$ cat src/rtl/jet_pkg.sv
// Shared types, constants and helpers for the Julia escape-time block.
// No dependencies; every other file imports this package.
`timescale 1ns / 1ps

package jet_pkg;

  localparam int FRAC_BITS  = 28;
  localparam int COORD_BITS = 12;
  localparam int WORD_W     = 32;
  localparam int STEP_W     = 31;
  localparam int CONST_W    = 30;
  localparam int ITER_W     = 16;
  localparam int PROD_W     = 2 * WORD_W;
  localparam int CFG_IDX_W  = 3;
  localparam int CFG_DATA_W = 32;
  localparam int OFFS_W     = COORD_BITS + STEP_W;

  // Point queue between front and back
  localparam int QDEPTH = 2;
  localparam int QPTR_W = $clog2(QDEPTH);

  // Escape test: re^2 + im^2 >= 4.0 at double fraction width
  localparam logic [PROD_W-1:0] ESC_LIMIT = PROD_W'(4) << (2 * FRAC_BITS);

  localparam logic signed [PROD_W-1:0] WORD_MAX_W = PROD_W'((64'sd1 <<< (WORD_W - 1)) - 1);
  localparam logic signed [PROD_W-1:0] WORD_MIN_W = -(PROD_W'(64'sd1 <<< (WORD_W - 1)));

  // Reset values of the configuration registers
  localparam logic signed [WORD_W-1:0]  RST_ORIGIN_RE = -32'sd536870912;
  localparam logic signed [WORD_W-1:0]  RST_ORIGIN_IM = 32'sd536870912;
  localparam logic [STEP_W-1:0]         RST_STEP_RE   = 31'd15339169;
  localparam logic [STEP_W-1:0]         RST_STEP_IM   = 31'd21474836;
  localparam logic signed [CONST_W-1:0] RST_C_RE      = 30'sd134217728;
  localparam logic signed [CONST_W-1:0] RST_C_IM      = 30'sd134217728;
  localparam logic [ITER_W-1:0]         RST_MAX_ITER  = 16'd60;

  typedef enum logic [CFG_IDX_W-1:0] {
    REG_ORIGIN_RE = 3'd0,
    REG_ORIGIN_IM = 3'd1,
    REG_STEP_RE   = 3'd2,
    REG_STEP_IM   = 3'd3,
    REG_C_RE      = 3'd4,
    REG_C_IM      = 3'd5,
    REG_MAX_ITER  = 3'd6
  } cfg_reg_t;

  typedef struct packed {
    logic signed [WORD_W-1:0]  origin_re;
    logic signed [WORD_W-1:0]  origin_im;
    logic [STEP_W-1:0]         step_re;
    logic [STEP_W-1:0]         step_im;
    logic signed [CONST_W-1:0] c_re;
    logic signed [CONST_W-1:0] c_im;
    logic [ITER_W-1:0]         max_iter;
  } cfg_t;

  typedef struct packed {
    logic signed [WORD_W-1:0] re;
    logic signed [WORD_W-1:0] im;
  } point_t;

  typedef struct packed {
    logic push;
    logic full;
  } q_wr_ctl_t;

  typedef struct packed {
    logic pop;
    logic empty;
  } q_rd_ctl_t;

  // Clamp a wide signed value to the signed word range
  function automatic logic signed [WORD_W-1:0] sat_word(input logic signed [PROD_W-1:0] v);
    logic signed [WORD_W-1:0] r;
    if (v > WORD_MAX_W) begin
      r = WORD_MAX_W[WORD_W-1:0];
    end else if (v < WORD_MIN_W) begin
      r = WORD_MIN_W[WORD_W-1:0];
    end else begin
      r = v[WORD_W-1:0];
    end
    return r;
  endfunction

endpackage

$ cat src/rtl/jet_front.sv
// Front end: accepts a pixel and maps it to its complex start point.
// Depends on jet_pkg; pushes points into jet_queue.
`timescale 1ns / 1ps

module jet_front import jet_pkg::*; (
  input  logic                  clk,
  input  logic                  rst_n,
  input  cfg_t                  cfg,
  input  logic                  accept,
  input  logic [COORD_BITS-1:0] col,
  input  logic [COORD_BITS-1:0] row,
  output logic                  pending,
  output q_wr_ctl_t             q_ctl,
  output point_t                q_data,
  input  logic                  q_full
);

  logic              f1_v_r, f1_v_nxt;
  logic [OFFS_W-1:0] off_re_r, off_im_r;
  logic signed [PROD_W-1:0] re_wide, im_wide;

  // Stage 1: column and row offsets; stage 2: add origin, clamp, push
  always_comb begin
    re_wide = PROD_W'($signed(cfg.origin_re)) + $signed(PROD_W'(off_re_r));
    im_wide = PROD_W'($signed(cfg.origin_im)) - $signed(PROD_W'(off_im_r));
    q_data.re = sat_word(re_wide);
    q_data.im = sat_word(im_wide);
    q_ctl.push = f1_v_r && !q_full;
    q_ctl.full = q_full;
    f1_v_nxt = f1_v_r;
    if (q_ctl.push) begin
      f1_v_nxt = 1'b0;
    end
    if (accept) begin
      f1_v_nxt = 1'b1;
    end
  end

  assign pending = f1_v_r;

  always_ff @(posedge clk) begin
    if (!rst_n) begin
      f1_v_r <= 1'b0;
    end else begin
      f1_v_r <= f1_v_nxt;
    end
  end

  always_ff @(posedge clk) begin
    if (accept) begin
      off_re_r <= OFFS_W'(col) * OFFS_W'(cfg.step_re);
      off_im_r <= OFFS_W'(row) * OFFS_W'(cfg.step_im);
    end
  end

endmodule

$ cat config.mk
export PLATFORM = sky130hd
export DESIGN_NAME = jet_front
export DESIGN_NICKNAME = d
export VERILOG_FILES = /design/src/rtl/jet_pkg.sv /design/src/rtl/jet_front.sv
export SDC_FILE = /design/constraint.sdc
export NUM_CORES = 2
export LEC_CHECK = 0
export BUFFER_PORTS_ARGS = -buffer_cell sky130_fd_sc_hd__buf_2
export CORE_AREA = 2 2 281 283
export CTS_CLUSTER_SIZE = 20
export DETAILED_ROUTE_END_ITERATION = 8
export DIE_AREA = 0 0 283 285
export PLACE_DENSITY = 0.63
export RECOVER_POWER = 50
export SKIP_LAST_GASP = 1
export SYNTH_ARGS = -nofsm -noshare
export SYNTH_HDL_FRONTEND = slang
export SYNTH_SLANG_ARGS = --single-unit
$ cat constraint.sdc
create_clock -name clk -period 19.2 [get_ports clk]
set_clock_uncertainty 0.2 [all_clocks]
set_input_delay 3.84 -clock clk [delete_from_list [all_inputs] [get_ports clk]]
set_output_delay 3.84 -clock clk [all_outputs]
set_load 0.005 [all_outputs]
# == Yosys cells after proc, flatten, opt, wreduce, memory -nomap -nowiden ==
# Index checks and enable logic that the tools add are counted.
# W data, S select, Z words.
# word_totals
ff_bits,87
in_bits,230
out_inout_bits,67
elab_cells,20
# classes
add_sub_neg,2
mul,2
order_cmp,4
mux,6
n_reduce_logical,3
# ops
op,n
$mux W32,4
$gt A45 B32 Y1 const B,2
$lt A45 B32 Y1 const B,2
$mul A12 B31 Y43,2
$add A32 B44 Y45,1
$sub A32 B44 Y45,1
$mux W1,2
$reduce_bool A2 Y1,1
$logic_and A1 B1 Y1,1
$logic_not A1 Y1,1

# == Depth between registers and ports, before layout ==
# depth
depth_word,4
ltp_mapped,25
mapped_depth_nobuf,24

# == Least setup slack after synthesis ==
# OpenSTA, ideal clock, no wires.
# synth_timing
kind,in2out
startpoint,input port cfg[170] (netlist name)
endpoint,output port q_data[45] (netlist name)
arrival_time_ps,7000
t_required_ps,15160
slack_ps,8160
path_stages,15
n_path_buf,1
path_cell_list,ha_1 -> fa_1 -> a211oi_2 -> o21ai_2 -> a41o_1 -> a31o_2 -> o2111ai_1 -> a21oi_1 -> or2_2 -> a31oi_1 -> xnor2_1 -> nand3_1 -> o31a_1 -> clkbuf_1 -> o21ai_0
# synth_rtl
element,line_no,rtl
"start, declared",jet_front.sv:8,"input cfg_t cfg,"
"end, declared",jet_front.sv:14,"output point_t q_data,"

==> reports/summary.txt <==
Sequential share of the synthesized area = 0.0846
CTS Buf Count = 9
PwrDens = 183 nW/µm²
HP Class = flip-flop to flip-flop
Slew Viols, Final = 154
H-tree depth = 3
Row count = 103
Reg2reg start = pending$_SDFFE_PN0P_
Chip height = 285 µm
Fraction of layout cells with a size suffix above 1 = 0.0807
R2R setup slack = 18,350 ps
First-pass GRT wire length = 127 mm
Average wire per cell in the routed design = 16.2 µm
R2R Path End = pending$_SDFFE_PN0P_
CTS clk-pin slew, worst paths = 80 ps
Final instance area = 32,800 µm²
Drt total wl = 76.1 mm
Pre-CTS setup slack = 6960 ps
Seq cells post-synth = 87
Failing checks = max-capacitance violations, max-slew violations
I/O pins = 297
Required @ worst endpoint = 15,160 ps
Die Width = 283 µm
Critical path type = input pin to output port
Async SR Flop Fraction = 0
P&R area growth vs syn = 6.65%
Fin nets = 4,713
GR Overflow Total = 0
TNS Setup = 0 ps
CP startpoint kind = input pin
# clock sinks = 87
VDD IR max = 104 µV
Largest net degree at the start of global routing = 45
Lkg Pwr = 16.5 nW
Root Buffer = clkbuf_16
Gate count of the mapped netlist = 3,595
Ys Warns = 0
Crit path to = q_data[0]
Fin crit share = 0.643
Post CTS Setup Buffer Count = 0
Initial Util = 0.394
Final Hold Vio Count = 0
PortBufs = 220
Pre-Repair DR Iteration Count = 6
Yosys cell types = 78
Final setup violating endpoints = 0
Gp weighted congestion = 0.868
RSZ-0062 raised after global routing = false
Core Area = 78,000 µm²
Cell area after placement = 32,500 µm²
WP data arrival = 8310 ps
Worst-Skew Late Latency = 380 ps
Register area = 2600 µm²
Synth Flop Type = edfxtp_1
Mapped Avg Cell Area = 8.55 µm²
Placed insts = 4,690
Final setup margin = 6850 ps
Multi-input logic area = 24,700 µm²
Vias/cell = 5.05
Slew HR = -0.661
EDFF count, synth = 86
Detailed-route via count = 23,800
Antenna violations before repair = 9
Worst Setup SP = cfg[138]
CTS tree = yes
Status = complete, but fails checks
CP max FO = 31
Clock tree buffer depth = 2
Final Critical Period = 12,350 ps
GRT Util Overall = 0.193
DRC viols = 0
Synthesized Nets = 4,657
Hold Path Stages = 2
Layout fillers = 7,874
Tot Pwr = 6.00 mW
Antenna Nets Post-Route = 0
Fmax = 0.0810 GHz
Max-cap violations = 4
Worst Reg-to-Reg Cells = 2
Dpl hpwl = 62.2 mm
Crit. End Element = output port
Fin cells = 4,709
Vias in the first global route = 24,900
DRT iter0 DRCs = 1,173
Post-cts sizing count = 0
Cts hold-fix bufs = 0
Total die area = 80,700 µm²
Mapped cell area = 30,700 µm²
Actual slew at the worst max-slew pin = 2490 ps
[logic make-up after synthesis]
| family | Yosys count | share of synthesized area |
|---|---|---|
| AND/OR/NAND/NOR | 1082 | 0.162 |
| buffers and inverters | 895 | 0.111 |
| adder cells (fa/ha/maj) | 832 | 0.481 |
| AO/OA/AOI/OAI | 547 | 0.118 |
| XOR/XNOR | 149 | 0.0424 |
| flip-flops | 87 | 0.0846 |
| multiplexers | 3 | 0.000977 |
[worst min path at each step]
stage | start | end
2_1_floorplan | pending$_SDFFE_PN0P_ | pending$_SDFFE_PN0P_
3_3_place_gp | pending$_SDFFE_PN0P_ | pending$_SDFFE_PN0P_
3_5_place_dp | pending$_SDFFE_PN0P_ | pending$_SDFFE_PN0P_
4_1_cts | pending$_SDFFE_PN0P_ | pending$_SDFFE_PN0P_
5_1_grt | pending$_SDFFE_PN0P_ | pending$_SDFFE_PN0P_
6_report | pending$_SDFFE_PN0P_ | pending$_SDFFE_PN0P_
[stage by stage]
step | hold slack [ps] | util
6_report | 325 | 0.421
4_1_cts | 329 | 0.421
3_5_place_dp | 314 | 0.417
5_1_grt | 396 | 0.420
2_1_floorplan | 311 | -
3_3_place_gp | 307 | 0.417
[area by class of cell]
cell class              instances  share of cell area
repair buffers                223              0.0339
clock buffers                  10             0.00698
flip-flops and latches         87              0.0794
diodes                          3            0.000229
multi-input cells            2613               0.755
clock inverters                 6             0.00282
well taps                    1050              0.0401
inverters                     717              0.0821
[where the power goes]
part / internal (mW) / switching (mW)
registers: 0.542 / 0.0264
clock network: 0.115 / 0.0805
logic: 2.25 / 2.99
total: 2.90 / 3.10
[sequential cells by signal, indices dropped and copies added, names as in the netlist]
name	count
off_im_r	43
off_re_r	43
pending	1
[layout by cell type, fill, tap and decap left out, types with 13 or more instances in the layout]
cell type	Yosys	final
a211oi_1	14	14
a31oi_1	20	20
xnor2_1	85	85
o21ai_2	33	33
nor2b_1	20	20
nand2b_1	16	16
and2_1	222	220
o211ai_1	16	16
inv_1	717	717
o21ai_0	101	101
fa_1	582	582
o21bai_1	21	21
xor2_1	64	64
nand4_1	27	27
nand3_1	29	29
nor2_1	80	80
o21ai_1	13	13
ha_1	250	250
edfxtp_1	86	86
a21oi_1	153	153
nor3_1	24	24
a21o_1	89	89
buf_2	4	214
o21a_1	24	24
nand2_1	623	623
[worst max-delay path, cell delays in order]
cell and delay, ps:
buf_2 130, inv_1 60, ha_1 180, inv_1 60
fa_1 430, a21o_1 190, a21oi_1 260, o21ai_0 130
a21oi_1 280, o21a_1 310, o211ai_1 140, a21oi_1 290
nor2_1 70, a211oi_1 410, nand4_1 270, o31ai_4 280
buf_4 450, o21ai_1 290, buf_2 200
[cell usage after synthesis (3+ instances only)]
master     number  area, µm²
nand2b_1       16        100
o21ai_0       101        505
edfxtp_1       86       2580
buf_1           3       11.3
o31a_1          8       70.1
nor3_1         24        120
a211oi_1       14        105
a41o_1          4       40.0
o221ai_1        3       26.3
o31ai_1         4       30.0
a21o_1         89        668
a31oi_1        20        125
nor2_1         80        300
xor2_1         64        561
o21ai_2        33        289
nor2b_1        20        125
buf_6           6       67.6
nand4_1        27        169
xnor2_1        85        744
a21oi_1       153        766
buf_2           4       20.0
or3_1           4       25.0
and3_1         10       62.6
and2_1        222       1390
ha_1          250       3130
a31o_2          5       43.8
nor4_1          4       25.0
o21ai_1        13       65.1
o21a_1         24        180
a221oi_1        4       35.0
o2111ai_1       4       35.0
o211ai_1       16        120
inv_1         717       2690
nand2_1       623       2340
o21bai_1       21        158
mux2i_1         3       30.0
clkbuf_1      164        616
or2_2           6       37.5
nand3_1        29        145
fa_1          582      11700
[metal layers]
metal,up-vias,global-route usage,routed length (µm)
li1,11300,-,-
met1,11800,0.256,33900
met2,569,0.332,36300
met3,95,0.0282,4320
met4,10,0.0457,1540
met5,-,0,70
Power figures use the tool's default switching activity.
