### src/rtl/jet_pkg.sv
// Shared types, constants and helpers for the Julia escape-time block.
// No dependencies; every other file imports this package.
`timescale 1ns / 1ps

package jet_pkg;

  localparam int FRAC_BITS  = 28;
  localparam int COORD_BITS = 12;
  localparam int WORD_W     = 32;
  localparam int STEP_W     = 31;
  localparam int CONST_W    = 30;
  localparam int ITER_W     = 16;
  localparam int PROD_W     = 2 * WORD_W;
  localparam int CFG_IDX_W  = 3;
  localparam int CFG_DATA_W = 32;
  localparam int OFFS_W     = COORD_BITS + STEP_W;

  // Point queue between front and back
  localparam int QDEPTH = 2;
  localparam int QPTR_W = $clog2(QDEPTH);

  // Escape test: re^2 + im^2 >= 4.0 at double fraction width
  localparam logic [PROD_W-1:0] ESC_LIMIT = PROD_W'(4) << (2 * FRAC_BITS);

  localparam logic signed [PROD_W-1:0] WORD_MAX_W = PROD_W'((64'sd1 <<< (WORD_W - 1)) - 1);
  localparam logic signed [PROD_W-1:0] WORD_MIN_W = -(PROD_W'(64'sd1 <<< (WORD_W - 1)));

  // Reset values of the configuration registers
  localparam logic signed [WORD_W-1:0]  RST_ORIGIN_RE = -32'sd536870912;
  localparam logic signed [WORD_W-1:0]  RST_ORIGIN_IM = 32'sd536870912;
  localparam logic [STEP_W-1:0]         RST_STEP_RE   = 31'd15339169;
  localparam logic [STEP_W-1:0]         RST_STEP_IM   = 31'd21474836;
  localparam logic signed [CONST_W-1:0] RST_C_RE      = 30'sd134217728;
  localparam logic signed [CONST_W-1:0] RST_C_IM      = 30'sd134217728;
  localparam logic [ITER_W-1:0]         RST_MAX_ITER  = 16'd60;

  typedef enum logic [CFG_IDX_W-1:0] {
    REG_ORIGIN_RE = 3'd0,
    REG_ORIGIN_IM = 3'd1,
    REG_STEP_RE   = 3'd2,
    REG_STEP_IM   = 3'd3,
    REG_C_RE      = 3'd4,
    REG_C_IM      = 3'd5,
    REG_MAX_ITER  = 3'd6
  } cfg_reg_t;

  typedef struct packed {
    logic signed [WORD_W-1:0]  origin_re;
    logic signed [WORD_W-1:0]  origin_im;
    logic [STEP_W-1:0]         step_re;
    logic [STEP_W-1:0]         step_im;
    logic signed [CONST_W-1:0] c_re;
    logic signed [CONST_W-1:0] c_im;
    logic [ITER_W-1:0]         max_iter;
  } cfg_t;

  typedef struct packed {
    logic signed [WORD_W-1:0] re;
    logic signed [WORD_W-1:0] im;
  } point_t;

  typedef struct packed {
    logic push;
    logic full;
  } q_wr_ctl_t;

  typedef struct packed {
    logic pop;
    logic empty;
  } q_rd_ctl_t;

  // Clamp a wide signed value to the signed word range
  function automatic logic signed [WORD_W-1:0] sat_word(input logic signed [PROD_W-1:0] v);
    logic signed [WORD_W-1:0] r;
    if (v > WORD_MAX_W) begin
      r = WORD_MAX_W[WORD_W-1:0];
    end else if (v < WORD_MIN_W) begin
      r = WORD_MIN_W[WORD_W-1:0];
    end else begin
      r = v[WORD_W-1:0];
    end
    return r;
  endfunction

endpackage

### src/rtl/jet_queue.sv
// Short point queue between the front end and the iteration unit.
// Depends on jet_pkg.
`timescale 1ns / 1ps

module jet_queue import jet_pkg::*; (
  input  logic      clk,
  input  logic      rst_n,
  input  logic      push,
  input  point_t    wr_data,
  output logic      full,
  input  logic      pop,
  output point_t    rd_data,
  output logic      empty
);

  point_t            mem_r [QDEPTH];
  logic [QPTR_W-1:0] wr_ptr_r, rd_ptr_r;
  logic [QPTR_W:0]   cnt_r, cnt_nxt;

  assign full    = (cnt_r == (QPTR_W+1)'(QDEPTH));
  assign empty   = (cnt_r == '0);
  assign rd_data = mem_r[rd_ptr_r];

  always_comb begin
    cnt_nxt = cnt_r;
    if (push && !pop) begin
      cnt_nxt = cnt_r + 1'b1;
    end else if (pop && !push) begin
      cnt_nxt = cnt_r - 1'b1;
    end
  end

  always_ff @(posedge clk) begin
    if (!rst_n) begin
      wr_ptr_r <= '0;
      rd_ptr_r <= '0;
      cnt_r    <= '0;
    end else begin
      if (push) begin
        wr_ptr_r <= wr_ptr_r + 1'b1;
      end
      if (pop) begin
        rd_ptr_r <= rd_ptr_r + 1'b1;
      end
      cnt_r <= cnt_nxt;
    end
  end

  always_ff @(posedge clk) begin
    if (push) begin
      mem_r[wr_ptr_r] <= wr_data;
    end
  end

  q_full_pop : assert property (@(posedge clk) disable iff (!rst_n)
    full && !pop |=> !push || $past(push) == 1'b0)
    else $error("queue written while full");
  q_no_pop_empty : assert property (@(posedge clk) disable iff (!rst_n)
    empty |-> !pop)
    else $error("queue read while empty");
  q_count_step : assert property (@(posedge clk) disable iff (!rst_n)
    push && !pop |=> !empty)
    else $error("queue count lost a push");

endmodule

### config.mk
export PLATFORM = sky130hd
export DESIGN_NAME = jet_queue
export DESIGN_NICKNAME = d
export VERILOG_FILES = /design/src/rtl/jet_pkg.sv /design/src/rtl/jet_queue.sv
export SDC_FILE = /design/constraint.sdc
export NUM_CORES = 1
export LEC_CHECK = 0
export ABC_AREA = 1
export BUFFER_PORTS_ARGS = -buffer_cell sky130_fd_sc_hd__buf_2
export CAP_MARGIN = 10
export CORE_ASPECT_RATIO = 1.75
export CORE_MARGIN = 2
export CORE_UTILIZATION = 45
export DETAILED_ROUTE_END_ITERATION = 10
export GPL_TIMING_DRIVEN = 0
export MAX_ROUTING_LAYER = met4
export PLACE_DENSITY = 0.7
export SYNTH_ARGS = -nofsm -noshare
export SYNTH_HDL_FRONTEND = slang
export SYNTH_SLANG_ARGS = --single-unit
### constraint.sdc
create_clock -name clk -period 7.8 [get_ports clk]
set_clock_uncertainty 0.15 [all_clocks]
set_input_delay 1.17 -clock clk [delete_from_list [all_inputs] [get_ports clk]]
set_output_delay 1.17 -clock clk [all_outputs]
set_load 0.01 [all_outputs]
# Word-level counts from Yosys, hierarchy flattened
# Memory sizes are Yosys's and may differ from the RTL's. A register that Yosys moved wholly into a read port is not among the register bits.
# Index checks and enable logic that the tools add are counted.
[word_totals]
in_bits = 68
out_inout_bits = 66
regBits = 4
ram_bits = 128
elab_cells = 21
n_memories = 1
[memory_table]
columns = ["name", "words", "word_bits", "read_ports", "rd_ports_with_merged_regs", "write_ports", "line_no", "rtl"]
rows = [
  ["mem_r", 2, 64, 1, 1, 1, "jet_queue.sv:16", "point_t mem_r [QDEPTH];"],
]
[op_classes]
addsub = 4
mux = 6
n_eq_ne = 1
n_reduce_logical = 6
[ops]
columns = ["cell", "n"]
rows = [
  ["1-bit 2-to-1 mux", 4],
  ["2-bit 2-to-1 mux", 2],
  ["1-bit adder, second input constant", 2],
  ["2-bit by 1-bit adder with 2-bit output, second input constant", 1],
  ["2-bit == test, second input constant", 1],
  ["1-bit logical AND", 2],
  ["1-bit logical NOT", 2],
  ["2-bit logical NOT", 1],
  ["2-bit nonzero test", 1],
  ["2-bit by 1-bit subtractor with 2-bit output, second input constant", 1],
]

# Longest topological paths before layout
[depth]
word_depth = 4
depth_mapped = 8
ltp_nobuf = 8

# Worst setup path before layout
# No wires, ideal clock.
[synth_timing]
path_kind = "input to register"
start = "in push"
end = "mem mem_r[0][0] in the netlist's numbering, enable pin"
t_arrival_ns = 3.894
path_stages = 2
t_required_ns = 7.162
slack_ns = 3.268
setup_time_ns = 0.488
path_buffers = 0
path_cell_list = "inv_1 nor2_1"
[synth_via]
elab_chain_len = 2
[synth_lines]
columns = ["element", "line_no", "rtl"]
rows = [
  ["start, declared", "jet_queue.sv:8", "input logic push,"],
  ["1-bit 2-to-1 mux", "jet_queue.sv:50", "if (push) begin"],
  ["1-bit 2-to-1 mux (not written as such)", "jet_queue.sv:51", "mem_r[wr_ptr_r] <= wr_data;"],
  ["end, declared", "jet_queue.sv:16", ""],
]
# No other way between the ends.

==> flow_metrics.tcl <==
set metrics [dict create \
    status "finished, final reports clean" \
    r2r_slack_ns 5.90 \
    io_buffers 133 \
    die_w_um 84.86 \
    netlist-cell-type-count 14 \
    slew_violations 0 \
    cts_root_buf "clkbuf_16" \
    fin_hold_ws_ns 0.3504 \
    ys_ff_latch 133 \
    yosys_warnings 0 \
    hold_viol 0 \
    tightest_slew_ns 0.9829 \
    ir_worst_vdd_mv 0.1875 \
    drv_cap 0 \
    clockBufferDepth 2 \
    power_density_mw_per_mm2 278.6 \
    avgSynthCellArea_sq_um 22.00 \
    dieHeight_um 145.5 \
    core_area_sq_mm 0.01117 \
    gr-total-overflow 0 \
    criticalPathCategory "reg -> out" \
    worstPathArrival_ns 1.55 \
    ys_seq_area_share_pct 76.60 \
    switchingPower_w 0.0003717 \
    rr_worst_depth 2 \
    multi_input_area_sq_mm 0.001051 \
    area_growth_pct 29.50 \
    worstSetupEndpointType "output pin" \
    pwr-share-seq_pct 45.1 \
    ctsResizeCount 0 \
    grt_max_degree 34 \
    die_area_sq_mm 0.01235 \
    post_drt_wl_per_cell_um 16.55 \
    finalSetupViolCount 0 \
    internal_power_w 0.001486 \
    cp.required_ns 6.48 \
    tns_ns 0 \
    antenna_left 0 \
    whs_path_depth 2 \
    grt_pass1_wl_um 13640 \
    layout_min_cycle_time_ns 2.871 \
    syn_nets 303 \
    max_slew_margin_pct 34.32 \
    grt_pass1_vias 2768 \
    via_per_inst 4.803 \
    nets 457 \
    ios 134 \
    critPathLaunchType "register" \
    sw_frac_of_total_pct 20.01 \
    whs_endpoint "rd_ptr_r$_SDFFE_PN0P_" \
    reg2reg_from "wr_ptr_r$_SDFFE_PN0P_" \
    cts_tree "built" \
    clkSlewWorstSetupHoldPaths_ns 0.06 \
    wl_um 8840 \
    start_util_pct 46.11 \
    p_leak_nw 2.709 \
    cts_hold_buf 0 \
    hpwlAfterDp_um 6123 \
    post_cts_buffers 0 \
    place_congestion 0.6709 \
    critPathMaxFanout 10 \
    clockPowerShare_pct 45.5 \
    antenna_found_initial 1 \
    numCtsBuffers 17 \
    hp-start "rd_ptr_r$_SDFFE_PN0P_" \
    netlist_area_sq_mm 0.005149 \
    num-fill-cells 851 \
    clock_latency_ns 0.40 \
    clock_sinks 133 \
    synth_cells 234 \
    hold_class "reg -> reg" \
    drt_first_iter_violations 131 \
    pwr-share-comb_pct 9.4 \
    finalCritPeriodShare_pct 36.81 \
    finalPower_w 0.001857 \
    r2r_end "mem_r[0][11]$_DFFE_PP_" \
    track_usage_pct 15.40 \
    drc 0 \
    max_freq_mhz 348.3 \
    core.rowCount 51 \
    rsz0062_at_grt "false" \
    seqCellArea_sq_mm 0.003944 \
    drive_gt1_share_pct 59.10 \
    h-tree-depth 4 \
    dr.pass1.iters 5 \
    via_count 2565 \
]
## power by group through the flow
stage	clock network [W]	registers [W]	logic, W
2_1_floorplan	0	0.000851	0.000110
3_5_place_dp	0	0.000852	0.000179
6_report	0.000845	0.000837	0.000175
4_1_cts	0.000867	0.000837	0.000179
5_1_grt	0.000890	0.000840	0.000189
3_3_place_gp	0	0.000853	0.000171
## placed cells by master (no fill, tap or decap), types with 2 or more instances in the layout
| cell | instances |
|---|---|
| clkinv_2 | 2 |
| clkbuf_16 | 17 |
| dfxtp_1 | 5 |
| edfxtp_1 | 128 |
| nor2_1 | 8 |
| inv_1 | 7 |
| nand2_1 | 8 |
| clkbuf_1 | 2 |
| clkinvlp_4 | 2 |
| mux2_4 | 60 |
| bufinv_16 | 5 |
| clkinv_4 | 2 |
| buf_2 | 133 |
| mux2_2 | 4 |
| buf_12 | 8 |
## worst max-delay path, stage by stage (launching register included)
cell,delay [ns]
dfxtp_1,0.32
buf_6,0.20
buf_12,0.17
mux2_4,0.30
buf_2,0.15
## stage by stage
stage                     area [sq um]  util [%]  worst slack (ns)  instances
after floorplan                   5149         -             3.268        234
after global placement            5979     53.55             1.665        499
after detailed placement          6027     53.97             4.825        501
after CTS                         6665     59.69             4.891        533
after global routing              6668     59.71             4.851        534
final                             6668     59.71             4.929        534
## sequential cells by signal, indices dropped and copies added, names as in the netlist, named ones only
register,flops
mem_r,128
wr_ptr_r,1
rd_ptr_r,1
cnt_r,2
## routing by layer
layer,track usage (%),share of wire [%],up-vias
li1,-,-,1213
met1,13.48,33,1232
met2,27.87,58,93
met3,4.765,5.3,27
met4,9.048,3.5,0
met5,-,0,-
## cells in the mapped netlist
cell type  count  share of area (%)
edfxtp_1     128                 75
buf_6          1               0.22
ha_1           1               0.24
inv_1          8               0.58
nand4_1        1               0.12
mux2_2         4               0.87
buf_12         6                2.3
dfxtp_1        5                1.9
o21ai_0        1              0.097
mux2_4        60                 17
nand3_1        1              0.097
a21oi_1        1              0.097
nor2_1         9               0.66
nand2_1        8               0.58
## cell families (layout without fill, tap and decap cells)
family          after synthesis  count (layout)  synth area share, %
other cells                   0               1                    0
simple gates                 19              19                1.458
mux                          64              64                18.37
compound gates                2               2               0.1942
flops                       133             133                76.60
buf+inv                      15             182                3.135
fa+ha+maj                     1               1               0.2430
## final cells by class
cell class,instances,share of cell area [%]
Buffer,7,1.970
Sequential cell,133,59.15
Antenna cell,1,0.03753
Clock buffer,19,6.493
Tap cell,132,2.477
Multi-Input combinational cell,86,15.76
Inverter,8,0.4504
Timing Repair Buffer,135,10.58
Clock inverter,13,3.078
## how the worst max path moves through the flow
stage | depth (start not counted) | startpoint | to
2_1_floorplan | 2 | push | mem_r[0][0]$_DFFE_PP_
3_3_place_gp | 3 | push | mem_r[0][11]$_DFFE_PP_
3_5_place_dp | 4 | push | mem_r[0][11]$_DFFE_PP_
4_1_cts | 4 | register | rd_data[57]
5_1_grt | 4 | register | rd_data[57]
6_report | 4 | register | rd_data[2]
(Power assumes the default switching activity.)
